==> config.mk <==
export PLATFORM = sky130hd
export DESIGN_NAME = pedal_to_drive_command_top
export DESIGN_NICKNAME = d
export VERILOG_FILES = /design/src/pdc_pkg.sv /design/src/pdc_prod.sv /design/src/pdc_acc.sv /design/src/pedal_to_drive_command_top.sv
export SDC_FILE = /design/constraint.sdc
export NUM_CORES = 2
export LEC_CHECK = 0
export BUFFER_PORTS_ARGS = -buffer_cell sky130_fd_sc_hd__buf_2
export CORE_MARGIN = 2
export CORE_UTILIZATION = 45
export CTS_BUF_LIST = sky130_fd_sc_hd__clkbuf_4 sky130_fd_sc_hd__clkbuf_8 sky130_fd_sc_hd__clkbuf_16
export DETAILED_ROUTE_END_ITERATION = 7
export SYNTH_ARGS = -nofsm -noshare
export SYNTH_HDL_FRONTEND = slang
export SYNTH_SLANG_ARGS = --single-unit
==> constraint.sdc <==
create_clock -name clk_i -period 15.65 [get_ports clk_i]
set_input_delay 0.7825 -clock clk_i [delete_from_list [all_inputs] [get_ports clk_i]]
set_output_delay 0.7825 -clock clk_i [all_outputs]
set_load 0.03 [all_outputs]
==> src/pdc_pkg.sv <==
package pdc_pkg;

  localparam int unsigned PedalMax = 256;
  localparam int unsigned RegenLast = 50;
  localparam int unsigned DriveFirst = 100;
  localparam int unsigned DriveSpan = PedalMax - DriveFirst;

  typedef enum logic [1:0] {
    CFG_PID_ENABLE = 2'd0,
    CFG_GAIN_PROP  = 2'd1,
    CFG_GAIN_INTEG = 2'd2,
    CFG_GAIN_DERIV = 2'd3
  } cfg_idx_e;

  typedef struct packed {
    logic        pid_enable;
    logic [15:0] gain_prop;
    logic [15:0] gain_integ;
    logic [15:0] gain_deriv;
  } cfg_t;

  typedef struct packed {
    logic [8:0] pedal;
    logic [7:0] speed;
    logic       up;
    logic       down;
  } front_t;

  typedef struct packed {
    logic               use_pid;
    logic [8:0]         curve_thr;
    logic [8:0]         regen;
    logic signed [9:0]  cruise;
    logic signed [21:0] prop;
    logic signed [21:0] integ;
    logic signed [22:0] deriv;
  } prod_t;

  typedef logic [8:0]  regen_tab_t  [0:RegenLast];
  typedef logic [8:0]  power_tab_t  [0:DriveSpan];
  typedef logic [15:0] target_tab_t [0:DriveSpan];

  // Regen curve: floor(79.159 * n^0.3) for n = 50 - pedal.
  function automatic regen_tab_t build_regen_tab();
    regen_tab_t tab;
    real        v;
    for (int n = 0; n <= RegenLast; n++) begin
      v = 79.159 * $pow(real'(n), 0.3);
      tab[n] = 9'($rtoi(v));
    end
    return tab;
  endfunction

  // Power curve: 256 - ceil(56.27610464 * n^0.3) for n = 256 - pedal, floored at zero.
  function automatic power_tab_t build_power_tab();
    power_tab_t tab;
    real        v;
    int         c;
    for (int n = 0; n <= DriveSpan; n++) begin
      v = 56.27610464 * $pow(real'(n), 0.3);
      c = (n == 0) ? 0 : $rtoi(v) + 1;
      tab[n] = (c >= 256) ? 9'd0 : 9'(256 - c);
    end
    return tab;
  endfunction

  // Speed target in Q.8: floor(i * 255 * 256 / 156) for i = pedal - 100.
  function automatic target_tab_t build_target_tab();
    target_tab_t tab;
    for (int i = 0; i <= DriveSpan; i++) begin
      tab[i] = 16'((i * 255 * 256) / DriveSpan);
    end
    return tab;
  endfunction

  localparam regen_tab_t  RegenTab  = build_regen_tab();
  localparam power_tab_t  PowerTab  = build_power_tab();
  localparam target_tab_t TargetTab = build_target_tab();

  localparam logic signed [22:0] IntegLimit = 23'sd65280;

endpackage

==> src/pdc_prod.sv <==
module pdc_prod (
  input  logic            clk_i,
  input  logic            rst_ni,
  input  pdc_pkg::cfg_t   cfg_i,
  input  logic            s1_valid_i,
  input  pdc_pkg::front_t s1_i,
  input  logic            acc_ready_i,
  output logic            prod_ready_o,
  output logic            s2_valid_o,
  output pdc_pkg::prod_t  s2_o
);

  logic               s2_valid_q;
  pdc_pkg::prod_t     s2_q;
  pdc_pkg::prod_t     s2_d;
  logic signed [17:0] prev_error_q;
  logic signed [17:0] prev_error_d;

  logic               in_regen;
  logic               in_drive;
  logic [5:0]         regen_idx;
  logic [7:0]         power_idx;
  logic [7:0]         target_idx;
  logic [15:0]        target;
  logic signed [17:0] error;
  logic signed [18:0] diff;
  logic [16:0]        err_mag;
  logic [17:0]        diff_mag;
  logic [32:0]        prop_full;
  logic [32:0]        integ_full;
  logic [33:0]        deriv_full;
  logic signed [21:0] prop_pos;
  logic signed [21:0] integ_pos;
  logic signed [22:0] deriv_pos;
  logic               load;

  assign prod_ready_o = !s2_valid_q || acc_ready_i;
  assign load         = prod_ready_o && s1_valid_i;

  assign in_regen   = s1_i.pedal <= 9'(pdc_pkg::RegenLast);
  assign in_drive   = s1_i.pedal >= 9'(pdc_pkg::DriveFirst);
  assign regen_idx  = 6'(9'(pdc_pkg::RegenLast) - s1_i.pedal);
  assign power_idx  = 8'(9'(pdc_pkg::PedalMax) - s1_i.pedal);
  assign target_idx = 8'(s1_i.pedal - 9'(pdc_pkg::DriveFirst));
  assign target     = in_drive ? pdc_pkg::TargetTab[target_idx] : 16'd0;

  assign error = $signed({2'b00, target}) - $signed({2'b00, s1_i.speed, 8'h00});
  assign diff  = $signed({error[17], error}) - $signed({prev_error_q[17], prev_error_q});

  assign err_mag  = error[17] ? 17'(-error) : 17'(error);
  assign diff_mag = diff[18] ? 18'(-diff) : 18'(diff);

  assign prop_full  = 33'(err_mag) * 33'(cfg_i.gain_prop);
  assign integ_full = 33'(err_mag) * 33'(cfg_i.gain_integ);
  assign deriv_full = 34'(diff_mag) * 34'(cfg_i.gain_deriv);

  assign prop_pos  = $signed({1'b0, prop_full[32:12]});
  assign integ_pos = $signed({1'b0, integ_full[32:12]});
  assign deriv_pos = $signed({1'b0, deriv_full[33:12]});

  always_comb begin
    s2_d.use_pid   = cfg_i.pid_enable && in_drive;
    s2_d.curve_thr = in_drive ? pdc_pkg::PowerTab[power_idx] : 9'd0;
    s2_d.regen     = in_regen ? pdc_pkg::RegenTab[regen_idx] : 9'd0;
    s2_d.cruise    = $signed({2'b00, s1_i.speed}) + $signed({9'd0, s1_i.up})
                     - $signed({9'd0, s1_i.down});
    s2_d.prop      = error[17] ? -prop_pos : prop_pos;
    s2_d.integ     = error[17] ? -integ_pos : integ_pos;
    s2_d.deriv     = diff[18] ? -deriv_pos : deriv_pos;
    prev_error_d   = (load && s2_d.use_pid) ? error : prev_error_q;
  end

  always_ff @(posedge clk_i or negedge rst_ni) begin
    if (!rst_ni) begin
      s2_valid_q   <= 1'b0;
      prev_error_q <= '0;
    end else begin
      prev_error_q <= prev_error_d;
      if (prod_ready_o) begin
        s2_valid_q <= s1_valid_i;
      end
    end
  end

  always_ff @(posedge clk_i) begin
    if (load) begin
      s2_q <= s2_d;
    end
  end

  assign s2_valid_o = s2_valid_q;
  assign s2_o       = s2_q;

endmodule

==> src/pdc_acc.sv <==
module pdc_acc (
  input  logic                 clk_i,
  input  logic                 rst_ni,
  input  logic                 s2_valid_i,
  input  pdc_pkg::prod_t       s2_i,
  input  logic                 out_stall_i,
  output logic                 acc_ready_o,
  output logic                 out_valid_o,
  output logic [8:0]           throttle_o,
  output logic [8:0]           regen_o,
  output logic signed [9:0]    cruise_speed_o
);

  logic               out_valid_q;
  logic [8:0]         throttle_q;
  logic [8:0]         throttle_d;
  logic [8:0]         regen_q;
  logic signed [9:0]  cruise_q;
  logic signed [17:0] integ_sum_q;
  logic signed [17:0] integ_sum_d;
  logic signed [22:0] integ;
  logic signed [24:0] sum;
  logic [8:0]         pid_thr;
  logic               load;

  assign acc_ready_o = !out_valid_q || !out_stall_i;
  assign load        = acc_ready_o && s2_valid_i;

  assign integ = $signed({{5{integ_sum_q[17]}}, integ_sum_q})
                 + $signed({s2_i.integ[21], s2_i.integ});
  assign sum   = $signed({{3{s2_i.prop[21]}}, s2_i.prop})
                 + $signed({{2{integ[22]}}, integ})
                 + $signed({{2{s2_i.deriv[22]}}, s2_i.deriv});

  always_comb begin
    priority if (sum >= 25'sd65536) begin
      pid_thr = 9'd255;
    end else if (sum <= 25'sd0) begin
      pid_thr = 9'd0;
    end else begin
      pid_thr = {1'b0, sum[15:8]};
    end

    throttle_d  = s2_i.use_pid ? pid_thr : s2_i.curve_thr;
    integ_sum_d = integ_sum_q;
    if (load && s2_i.use_pid) begin
      priority if (integ > pdc_pkg::IntegLimit) begin
        integ_sum_d = 18'(pdc_pkg::IntegLimit);
      end else if (integ < -pdc_pkg::IntegLimit) begin
        integ_sum_d = 18'(-pdc_pkg::IntegLimit);
      end else begin
        integ_sum_d = 18'(integ);
      end
    end
  end

  always_ff @(posedge clk_i or negedge rst_ni) begin
    if (!rst_ni) begin
      out_valid_q <= 1'b0;
      integ_sum_q <= '0;
    end else begin
      integ_sum_q <= integ_sum_d;
      if (acc_ready_o) begin
        out_valid_q <= s2_valid_i;
      end
    end
  end

  always_ff @(posedge clk_i) begin
    if (load) begin
      throttle_q <= throttle_d;
      regen_q    <= s2_i.regen;
      cruise_q   <= s2_i.cruise;
    end
  end

  assign out_valid_o    = out_valid_q;
  assign throttle_o     = throttle_q;
  assign regen_o        = regen_q;
  assign cruise_speed_o = cruise_q;

endmodule

==> src/pedal_to_drive_command_top.sv <==
// One-pedal drive command generator. Each item carries a pedal sample, the measured speed and
// the cruise buttons, and yields throttle, regen and a cruise target speed. The pedal is held
// at 256 at most; up to 50 it gives regen from a fixed curve, from 100 it gives throttle from
// either a fixed power curve or, with pid_enable set, a PID speed loop whose gains are Q4.12.
// The block is a three-register pipeline (input, products, result) and accepts one item every
// clock cycle while the output is not stalled; each item passes through the input, product and
// result registers in that order. The PID state carries from one PID item to the next without
// a gap, since the derivative term and the integral each close in a single stage. Configuration
// writes should be made only while no item is in flight.
module pedal_to_drive_command_top (
  input  logic              clk_i,
  input  logic              rst_ni,
  input  logic              cfg_we_i,
  input  logic [1:0]        cfg_idx_i,
  input  logic [15:0]       cfg_data_i,
  input  logic              in_valid_i,
  output logic              in_stall_o,
  input  logic [8:0]        pedal_i,
  input  logic [7:0]        measured_speed_i,
  input  logic              cruise_up_i,
  input  logic              cruise_down_i,
  output logic              out_valid_o,
  input  logic              out_stall_i,
  output logic [8:0]        throttle_o,
  output logic [8:0]        regen_o,
  output logic signed [9:0] cruise_speed_o
);

  pdc_pkg::cfg_t   cfg_q;
  logic            s1_valid_q;
  pdc_pkg::front_t s1_q;
  pdc_pkg::front_t s1_d;
  logic            s1_ready;
  logic            prod_ready;
  logic            acc_ready;
  logic            s2_valid;
  pdc_pkg::prod_t  s2;
  logic            accept;

  assign s1_ready   = !s1_valid_q || prod_ready;
  assign in_stall_o = !s1_ready;
  assign accept     = in_valid_i && s1_ready;

  always_comb begin
    s1_d.pedal = (pedal_i > 9'(pdc_pkg::PedalMax)) ? 9'(pdc_pkg::PedalMax) : pedal_i;
    s1_d.speed = measured_speed_i;
    s1_d.up    = cruise_up_i;
    s1_d.down  = cruise_down_i;
  end

  always_ff @(posedge clk_i or negedge rst_ni) begin
    if (!rst_ni) begin
      cfg_q.pid_enable <= 1'b0;
      cfg_q.gain_prop  <= 16'd205;
      cfg_q.gain_integ <= 16'd205;
      cfg_q.gain_deriv <= 16'd205;
      s1_valid_q       <= 1'b0;
    end else begin
      if (cfg_we_i) begin
        unique case (pdc_pkg::cfg_idx_e'(cfg_idx_i))
          pdc_pkg::CFG_PID_ENABLE: cfg_q.pid_enable <= cfg_data_i[0];
          pdc_pkg::CFG_GAIN_PROP:  cfg_q.gain_prop  <= cfg_data_i;
          pdc_pkg::CFG_GAIN_INTEG: cfg_q.gain_integ <= cfg_data_i;
          pdc_pkg::CFG_GAIN_DERIV: cfg_q.gain_deriv <= cfg_data_i;
          default: ;
        endcase
      end
      if (s1_ready) begin
        s1_valid_q <= in_valid_i;
      end
    end
  end

  always_ff @(posedge clk_i) begin
    if (accept) begin
      s1_q <= s1_d;
    end
  end

  pdc_prod u_prod (
    .clk_i        (clk_i),
    .rst_ni       (rst_ni),
    .cfg_i        (cfg_q),
    .s1_valid_i   (s1_valid_q),
    .s1_i         (s1_q),
    .acc_ready_i  (acc_ready),
    .prod_ready_o (prod_ready),
    .s2_valid_o   (s2_valid),
    .s2_o         (s2)
  );

  pdc_acc u_acc (
    .clk_i          (clk_i),
    .rst_ni         (rst_ni),
    .s2_valid_i     (s2_valid),
    .s2_i           (s2),
    .out_stall_i    (out_stall_i),
    .acc_ready_o    (acc_ready),
    .out_valid_o    (out_valid_o),
    .throttle_o     (throttle_o),
    .regen_o        (regen_o),
    .cruise_speed_o (cruise_speed_o)
  );

  a_drive_exclusive: assert property (@(posedge clk_i) disable iff (!rst_ni)
    out_valid_o && (throttle_o != 9'd0) |-> (regen_o == 9'd0))
    else $error("throttle and regen both active");

  a_cruise_range: assert property (@(posedge clk_i) disable iff (!rst_ni)
    out_valid_o |-> (cruise_speed_o >= -10'sd1) && (cruise_speed_o <= 10'sd256))
    else $error("cruise speed out of range");

  a_stall_needs_item: assert property (@(posedge clk_i) disable iff (!rst_ni)
    in_stall_o |-> s1_valid_q && s2_valid && out_valid_o && out_stall_i)
    else $error("input stalled with room in the pipeline");

endmodule

# [Yosys cells after proc, flatten, opt, wreduce, memory -nomap -nowiden]
# Memories as Yosys holds them, arrays and structs flattened. A register that Yosys moved wholly into a read port is not among the register bits.
# Cells that the tools add are included.
[totals] register_bits=212 latchBits=0 rom_bits=6976 mem_count=3 out_inout_bits=30 ramBits=0
[mem_list] name="(no name shown)" depth=256 width=16 rd=1 rd_clocked_by_memory_dff=0 wr=0 line_no="pdc_prod.sv:45" source="assign target = in_drive ? pdc_pkg::TargetTab[target_idx] : 16'd0;"
[mem_list] name="(no name shown)" depth=256 width=9 rd=1 rd_clocked_by_memory_dff=1 wr=0 line_no="pdc_prod.sv:63" source="s2_d.curve_thr = in_drive ? pdc_pkg::PowerTab[power_idx] : 9'd0;"
[mem_list] name="(no name shown)" depth=64 width=9 rd=1 rd_clocked_by_memory_dff=1 wr=0 line_no="pdc_prod.sv:64" source="s2_d.regen = in_regen ? pdc_pkg::RegenTab[regen_idx] : 9'd0;"
[op_classes] n_addsub=15 shifts=0 n_reduce_logical=21 n_bitwise=3 n_eq_ne=3 n_mul=3 magnitude_cmp=8 muxes=13 div=0
[op_table] op="17-bit by 16-bit multiplier with 33-bit output" n=2
[op_table] op="18-bit 2-to-1 mux" n=3
[op_table] op="16-bit 2-to-1 mux" n=3
[op_table] op="21-bit negation with 22-bit output" n=2
[op_table] op="21-bit 2-to-1 mux" n=2
[op_table] op="18-bit by 16-bit multiplier with 34-bit output" n=1
[op_table] op="24-bit by 23-bit adder with 25-bit output" n=1
[op_table] op="25-bit by 18-bit greater-or-equal comparator with 1-bit output, second input constant" n=1
[op_table] op="25-bit by 1-bit <= comparator with 1-bit output, second input constant" n=1
[op_table] op="22-bit by 23-bit adder with 24-bit output" n=1
[op_table] op="18-bit by 22-bit adder with 23-bit output" n=1
[op_table] op="23-bit by 17-bit > comparator with 1-bit output, second input constant" n=1
[op_table] op="23-bit by 17-bit < comparator with 1-bit output, second input constant" n=1
[op_table] op="22-bit negation with 23-bit output" n=1
[op_table] op="22-bit 2-to-1 mux" n=1
[op_table] op="18-bit negation" n=1
[op_table] op="8-bit NOT with 9-bit output" n=2
[op_table] op="17-bit by 17-bit subtractor with 18-bit output" n=1
[op_table] op="17-bit 2-to-1 mux" n=1
[op_table] op="17-bit negation" n=1
[op_table] op="16-bit by 16-bit subtractor with 17-bit output" n=1
[op_table] op="8-bit 2-to-1 mux" n=2
[op_table] op="10-bit by 2-bit subtractor with 10-bit output" n=1
[op_table] op="8-bit by 1-bit adder with 9-bit output" n=1
[op_table] op="other kinds (16)" n=33

# [Depth between registers and ports, before layout]
[logic_depth] ltp_word=13 ltp_mapped=63 depth_no_buf=55

# [Hierarchy]
# Synthesis repeated with hierarchy kept, for this count alone.
[hier_totals] cells_unflattened=5567 hier_area_um2=48295.1
[by_module_without_submodules] module="pdc_prod" n_inst=1 area_per_inst_um2=40470.1 cells_each=4864 seq_area_each_um2=3303.2
[by_module_without_submodules] module="pdc_acc" n_inst=1 area_per_inst_um2=5144.9 cells_each=565 seq_area_each_um2=1316.3
[by_module_without_submodules] module="pedal_to_drive_command_top" n_inst=1 area_per_inst_um2=2680.1 cells_each=138 seq_area_each_um2=1840.5

# [Worst setup path after synthesis]
# Ideal clock, no wire load.
[synth_timing] path_type="register to register" startpoint="register s1_q[12] in the netlist's numbering" endpoint="register u_prod.s2_q, in the netlist u_prod.s2_o[22], data pin" path_stages_with_launch=60 t_arrival_ns=14.622 path_slack_ns=0.764 path_buffers=14 period_less_slack_ns=14.886 setup_ns=0.264 cell_sequence="edfxtp_1 > buf_6 > inv_1 > clkbuf_1 > buf_1 > ha_1 > buf_2 > xor2_2 > buf_4 > buf_2 > buf_1 > buf_1 > clkbuf_1 > buf_1 > nand2_1 > nand2_1 > a211oi_1 > a21oi_1 > [24 not listed] > inv_1 > fa_1 > fa_1 > inv_1 > fa_1 > inv_1 > ha_1 > clkbuf_1 > nand3_1 > nor2_1 > nor4b_1 > a21bo_2 > a2111oi_2 > o31ai_1 > a221o_1 > nand4bb_1 > or3_1 > o41a_1"
[synth_via] elab_chain_len=12 elab_cells_between_ends=13 classes_between="5 x add/sub; 1 x mul; 1 x order compare; 4 x mux; 1 x bitwise; 1 x memory"
[synth_rtl] element="start: declaration" line_no="pedal_to_drive_command_top.sv:31" source="pdc_pkg::front_t s1_q;"
[synth_rtl] element="start signal: assignment" line_no="pedal_to_drive_command_top.sv:76" source="s1_q <= s1_d;"
[synth_rtl] element="8-bit by 7-bit subtractor with 8-bit output" line_no="pdc_prod.sv:44" source="assign target_idx = 8'(s1_i.pedal - 9'(pdc_pkg::DriveFirst));"
[synth_rtl] element="8-bit NOT with 9-bit output (implied by the code)" line_no="pdc_prod.sv:45"
[synth_rtl] element="memory 256 x 16 bit"
[synth_rtl] element="16-bit 2-to-1 mux (implied by the code) (2 in series)" line_no="pdc_prod.sv:45"
[synth_rtl] element="16-bit 2-to-1 mux (*)" line_no="pdc_prod.sv:45"
[synth_rtl] element="16-bit by 16-bit subtractor with 17-bit output (*)" line_no="pdc_prod.sv:47" source="assign error = $signed({2'b00, target}) - $signed({2'b00, s1_i.speed, 8'h00});"
[synth_rtl] element="named net u_prod.error[16]" line_no="pdc_prod.sv:25" source="logic signed [17:0] error;"
[synth_rtl] element="17-bit by 17-bit subtractor with 18-bit output (*)" line_no="pdc_prod.sv:48" source="assign diff = $signed({error[17], error}) - $signed({prev_error_q[17], prev_error_q});"
[synth_rtl] element="18-bit negation" line_no="pdc_prod.sv:51" source="assign diff_mag = diff[18] ? 18'(-diff) : 18'(diff);"
[synth_rtl] element="18-bit 2-to-1 mux" line_no="pdc_prod.sv:51"
[synth_rtl] element="18-bit by 16-bit multiplier with 34-bit output" line_no="pdc_prod.sv:55" source="assign deriv_full = 34'(diff_mag) * 34'(cfg_i.gain_deriv);"
[synth_rtl] element="22-bit negation with 23-bit output" line_no="pdc_prod.sv:69" source="s2_d.deriv = diff[18] ? -deriv_pos : deriv_pos;"
[synth_rtl] element="end signal: assignment" line_no="pdc_prod.sv:87" source="s2_q <= s2_d;"
[synth_rtl] element="end: declaration" line_no="pdc_prod.sv:14" source="pdc_pkg::prod_t s2_q;"
# The timed path passes the listed nets; every way through them passes the cells marked *. The select of a mux whose other input is x is not followed.
# A chain may end at the register's enable or synchronous reset.

# [Final worst setup path]
[layout_timing] startpoint="register s1_q[13] in the netlist's numbering" endpoint="register u_prod.s2_q, in the netlist u_prod.s2_o[22], data pin"
[layout_via] elab_chain_len=12 elab_cells_between_ends=13 classes_between="5 x add/sub; 1 x mul; 1 x order compare; 4 x mux; 1 x bitwise; 1 x memory"
[layout_rtl] element="8-bit by 7-bit subtractor with 8-bit output" line_no="pdc_prod.sv:44"
[layout_rtl] element="8-bit NOT with 9-bit output (implied by the code)" line_no="pdc_prod.sv:45"
[layout_rtl] element="memory 256 x 16 bit"
[layout_rtl] element="16-bit 2-to-1 mux (implied by the code) (2 in series)" line_no="pdc_prod.sv:45"
[layout_rtl] element="16-bit 2-to-1 mux (*)" line_no="pdc_prod.sv:45"
[layout_rtl] element="16-bit by 16-bit subtractor with 17-bit output (*)" line_no="pdc_prod.sv:47"
[layout_rtl] element="17-bit by 17-bit subtractor with 18-bit output (*)" line_no="pdc_prod.sv:48"
[layout_rtl] element="18-bit negation" line_no="pdc_prod.sv:51"
[layout_rtl] element="18-bit 2-to-1 mux" line_no="pdc_prod.sv:51"
[layout_rtl] element="18-bit by 16-bit multiplier with 34-bit output" line_no="pdc_prod.sv:55"
[layout_rtl] element="22-bit negation with 23-bit output" line_no="pdc_prod.sv:69"
# Mark *: on every way between the ends. The rest lies on a longest branch, timed or not. The select of a mux whose other input is x is not followed.

==> impl_metrics.ini <==
[synth]
synthesis.instances = 5556
synth_warnings = 0
synth_flop_cell = edfxtp_1
synthArstFlopShare_pct = 38.2
synth_edf_count = 141
syn_area_mm2 = 0.0476
ys_ff_latch = 228
syn_nets = 6683
avgSynthCellArea_um2 = 8.56
seq_area_frac_synth_pct = 13.5
synth.distinct_cells = 111

[critical_path]
worstRegToRegCells = 47
slowest_delay_ns = 0.73
critPathSlowestCell = xor2_1
cp-end-kind = register
worst_path_most_repeated_cell = fa_1
worst-path-max-fanout = 28
cp_data_arrival_time_ns = 15.02
path_class = register to register
cp.required_ns = 16.00
critPathLaunchType = register

[floorplanning]
core_mm2 = 0.105
num_rows = 119
dieWidth_um = 329
start_util_pct = 45.2
die_area_mm2 = 0.108
boundaryPins = 72
die_h_um = 329

[clock_tree]
cts_num_sinks = 228
cts_root_buffer = clkbuf_16
clk_pin_slew_ns = 0.07
cts_tree = yes
h-tree-depth = 1
clk_latency_ns = 0.61
postCtsHoldBufs = 0
cts_made_buffers = 31
clock_path_buffers = 3

[timing]
drv_slew = 0
worstMarginPinSlew_ns = 1.12
slew_headroom_pct = 25.3
setup_tns_ns = 0
period_minus_slack_ns = 14.67
finalHoldViolCount = 0
skew_ns = 0.0164
min_period_over_period_pct = 93.7
clock.fmax_mhz = 68.2
grt_setup_unrepaired = no
setup_viol = 0

[grt]
grt_pass1_vias = 39200
grt_pass1_wl_mm = 220
antenna_found_initial = 3
grt.total_usage_pct = 25.4
grt_overflow_total = 0
grt_max_degree = 98

[placed_design]
dpl.hpwl_mm = 107
place.gp.congestion = 0.924
io_buffers = 70

[final_layout]
area.sequential_mm2 = 0.00643
nFillCells = 10300
multi_input_area_mm2 = 0.0366
drive_above_1_share_pct = 7.15
final_common_cell = inv_1
final_util_pct = 48.0
area_delta_synth_final_pct = 6.16
fin_nets = 6583
final_cell_mix = inv_1 (935), nand2_1 (727), fa_1 (662)

[detailed_routing]
drc = 0
viasPerCell = 5.61
wire_per_inst_um = 19.8
firstDrtPassIters = 6
drtIter0Drc = 3037
routed_wl_mm = 136
vias = 38600
antenna_left = 0

[outcome]
status = completed

[worst_hold_path]
hold_path_class = primary input to async pin

[job]
cap_violations = 0
-- layout make-up --
type / instances / area share, %
multi-input cells: 4089 / 72.5
flip-flops and latches: 228 / 12.7
inverters: 938 / 6.97
well taps: 1391 / 3.45
repair buffers: 168 / 2.21
clock buffers: 39 / 1.68
clock inverters: 19 / 0.409
diodes: 2 / 0.00991
-- stage by stage --
step	instances	instance area [um^2]	hold slack [ns]	worst slack, ns
after floorplan	5556	47600	0.400	0.764
after global placement	6813	49400	0.402	1.36
after detailed placement	6813	49400	0.408	1.12
after CTS	6871	50400	0.0957	1.08
after global routing	6872	50500	0.127	0.197
final	6874	50500	0.113	0.979
-- critical path, delay by kind of cell (launching register included) --
family	cells	cell delay [ns]
AO/OA/AOI/OAI	17	4.06
AND/OR/NAND/NOR	6	1.63
XOR/XNOR	2	1.36
multiplexers	4	0.93
flip-flops	1	0.63
adder cells (fa/ha/maj)	10	4.65
buffers and inverters	8	1.16
-- path summary, 6_finish.rpt --
| check | startpoint | endpoint | slack [ns] |
|---|---|---|---|
| worst max-delay path | s1_q[13] | u_prod.s2_o[22] | 0.98 |
| worst min-delay path | rst_ni | cfg_q[42] | 0.11 |
| worst max register to register | s1_q[13] | u_prod.s2_o[22] | 0.98 |
| worst min register to register | u_prod.s2_o[76] | u_acc.cruise_speed_o[9] | 0.41 |
| max in group asynchronous | rst_ni | s1_valid_q | 14.30 |
| min in group clk_i | measured_speed_i[0] | s1_q[2] | 0.35 |
-- cells in the mapped netlist, types with 11 or more instances --
| library cell | number | area share [%] |
|---|---|---|
| o31ai_1 | 28 | 0.44 |
| mux2i_1 | 22 | 0.46 |
| a21o_1 | 82 | 1.3 |
| buf_1 | 42 | 0.33 |
| nor2_1 | 235 | 1.9 |
| nor4_1 | 14 | 0.18 |
| inv_1 | 935 | 7.4 |
| xor2_1 | 70 | 1.3 |
| nand2b_1 | 40 | 0.53 |
| nor3_1 | 72 | 0.76 |
| nor2b_1 | 46 | 0.61 |
| a21oi_1 | 273 | 2.9 |
| xnor2_1 | 141 | 2.6 |
| and2_1 | 345 | 4.5 |
| o22ai_1 | 21 | 0.28 |
| clkbuf_1 | 235 | 1.9 |
| dfrtp_1 | 72 | 3.8 |
| a211o_1 | 15 | 0.28 |
| a221oi_1 | 11 | 0.20 |
| a22o_1 | 11 | 0.20 |
| or3_1 | 20 | 0.26 |
| o311ai_0 | 18 | 0.33 |
| buf_2 | 16 | 0.17 |
| o21a_1 | 29 | 0.46 |
| ha_1 | 423 | 11 |
| a211oi_1 | 66 | 1.0 |
| fa_1 | 662 | 28 |
| nor3b_1 | 12 | 0.19 |
| nand4_1 | 28 | 0.37 |
| a311oi_1 | 17 | 0.31 |
| edfxtp_1 | 141 | 8.9 |
| and3_1 | 30 | 0.39 |
| a31oi_1 | 37 | 0.49 |
| or2_2 | 13 | 0.17 |
| mux2_2 | 64 | 1.5 |
| o211ai_1 | 35 | 0.55 |
| nand2_1 | 727 | 5.7 |
| o21ai_0 | 175 | 1.8 |
| nand3_1 | 81 | 0.85 |
| o21bai_1 | 32 | 0.51 |
| dfstp_2 | 15 | 0.83 |
-- what timing repair did --
item	4_1_cts	5_1_grt
buffers inserted	0	0
setup endpoints to repair	0	3
resized for setup	0	2
-- registers in the layout (all words and copies together), names as in the netlist --
register              count
cfg_q                    49
s1_q                     19
s1_valid_q                1
u_acc.cruise_speed_o     10
u_acc.integ_sum_q        18
u_acc.out_valid_o         1
u_acc.regen_o             8
u_acc.throttle_o          9
u_prod.prev_error_q      17
u_prod.s2_o              95
u_prod.s2_valid_o         1
-- routing by layer --
metal	global-route usage, %	wire, um	vias up
li1	-	-	17900
met1	34.9	59200	19300
met2	43.1	65300	1193
met3	2.49	7520	192
met4	6.66	3870	0
met5	0	0	-
-- cell families after synthesis --
group | count (synthesis) | share of synthesized area (%)
buffers and inverters | 1240 | 9.94
xor gates and xnor gates | 215 | 4.04
muxes | 99 | 2.54
and+or+nand+nor | 1715 | 17.4
other | 1 | 0.00789
AOI/OAI and AO/OA | 972 | 13.5
DFF | 228 | 13.5
adders and majority gates | 1086 | 39.0
Power is left out: the tool's default activity adds up to more than one toggle a clock period on the data nets, which glitch-free logic cannot reach.
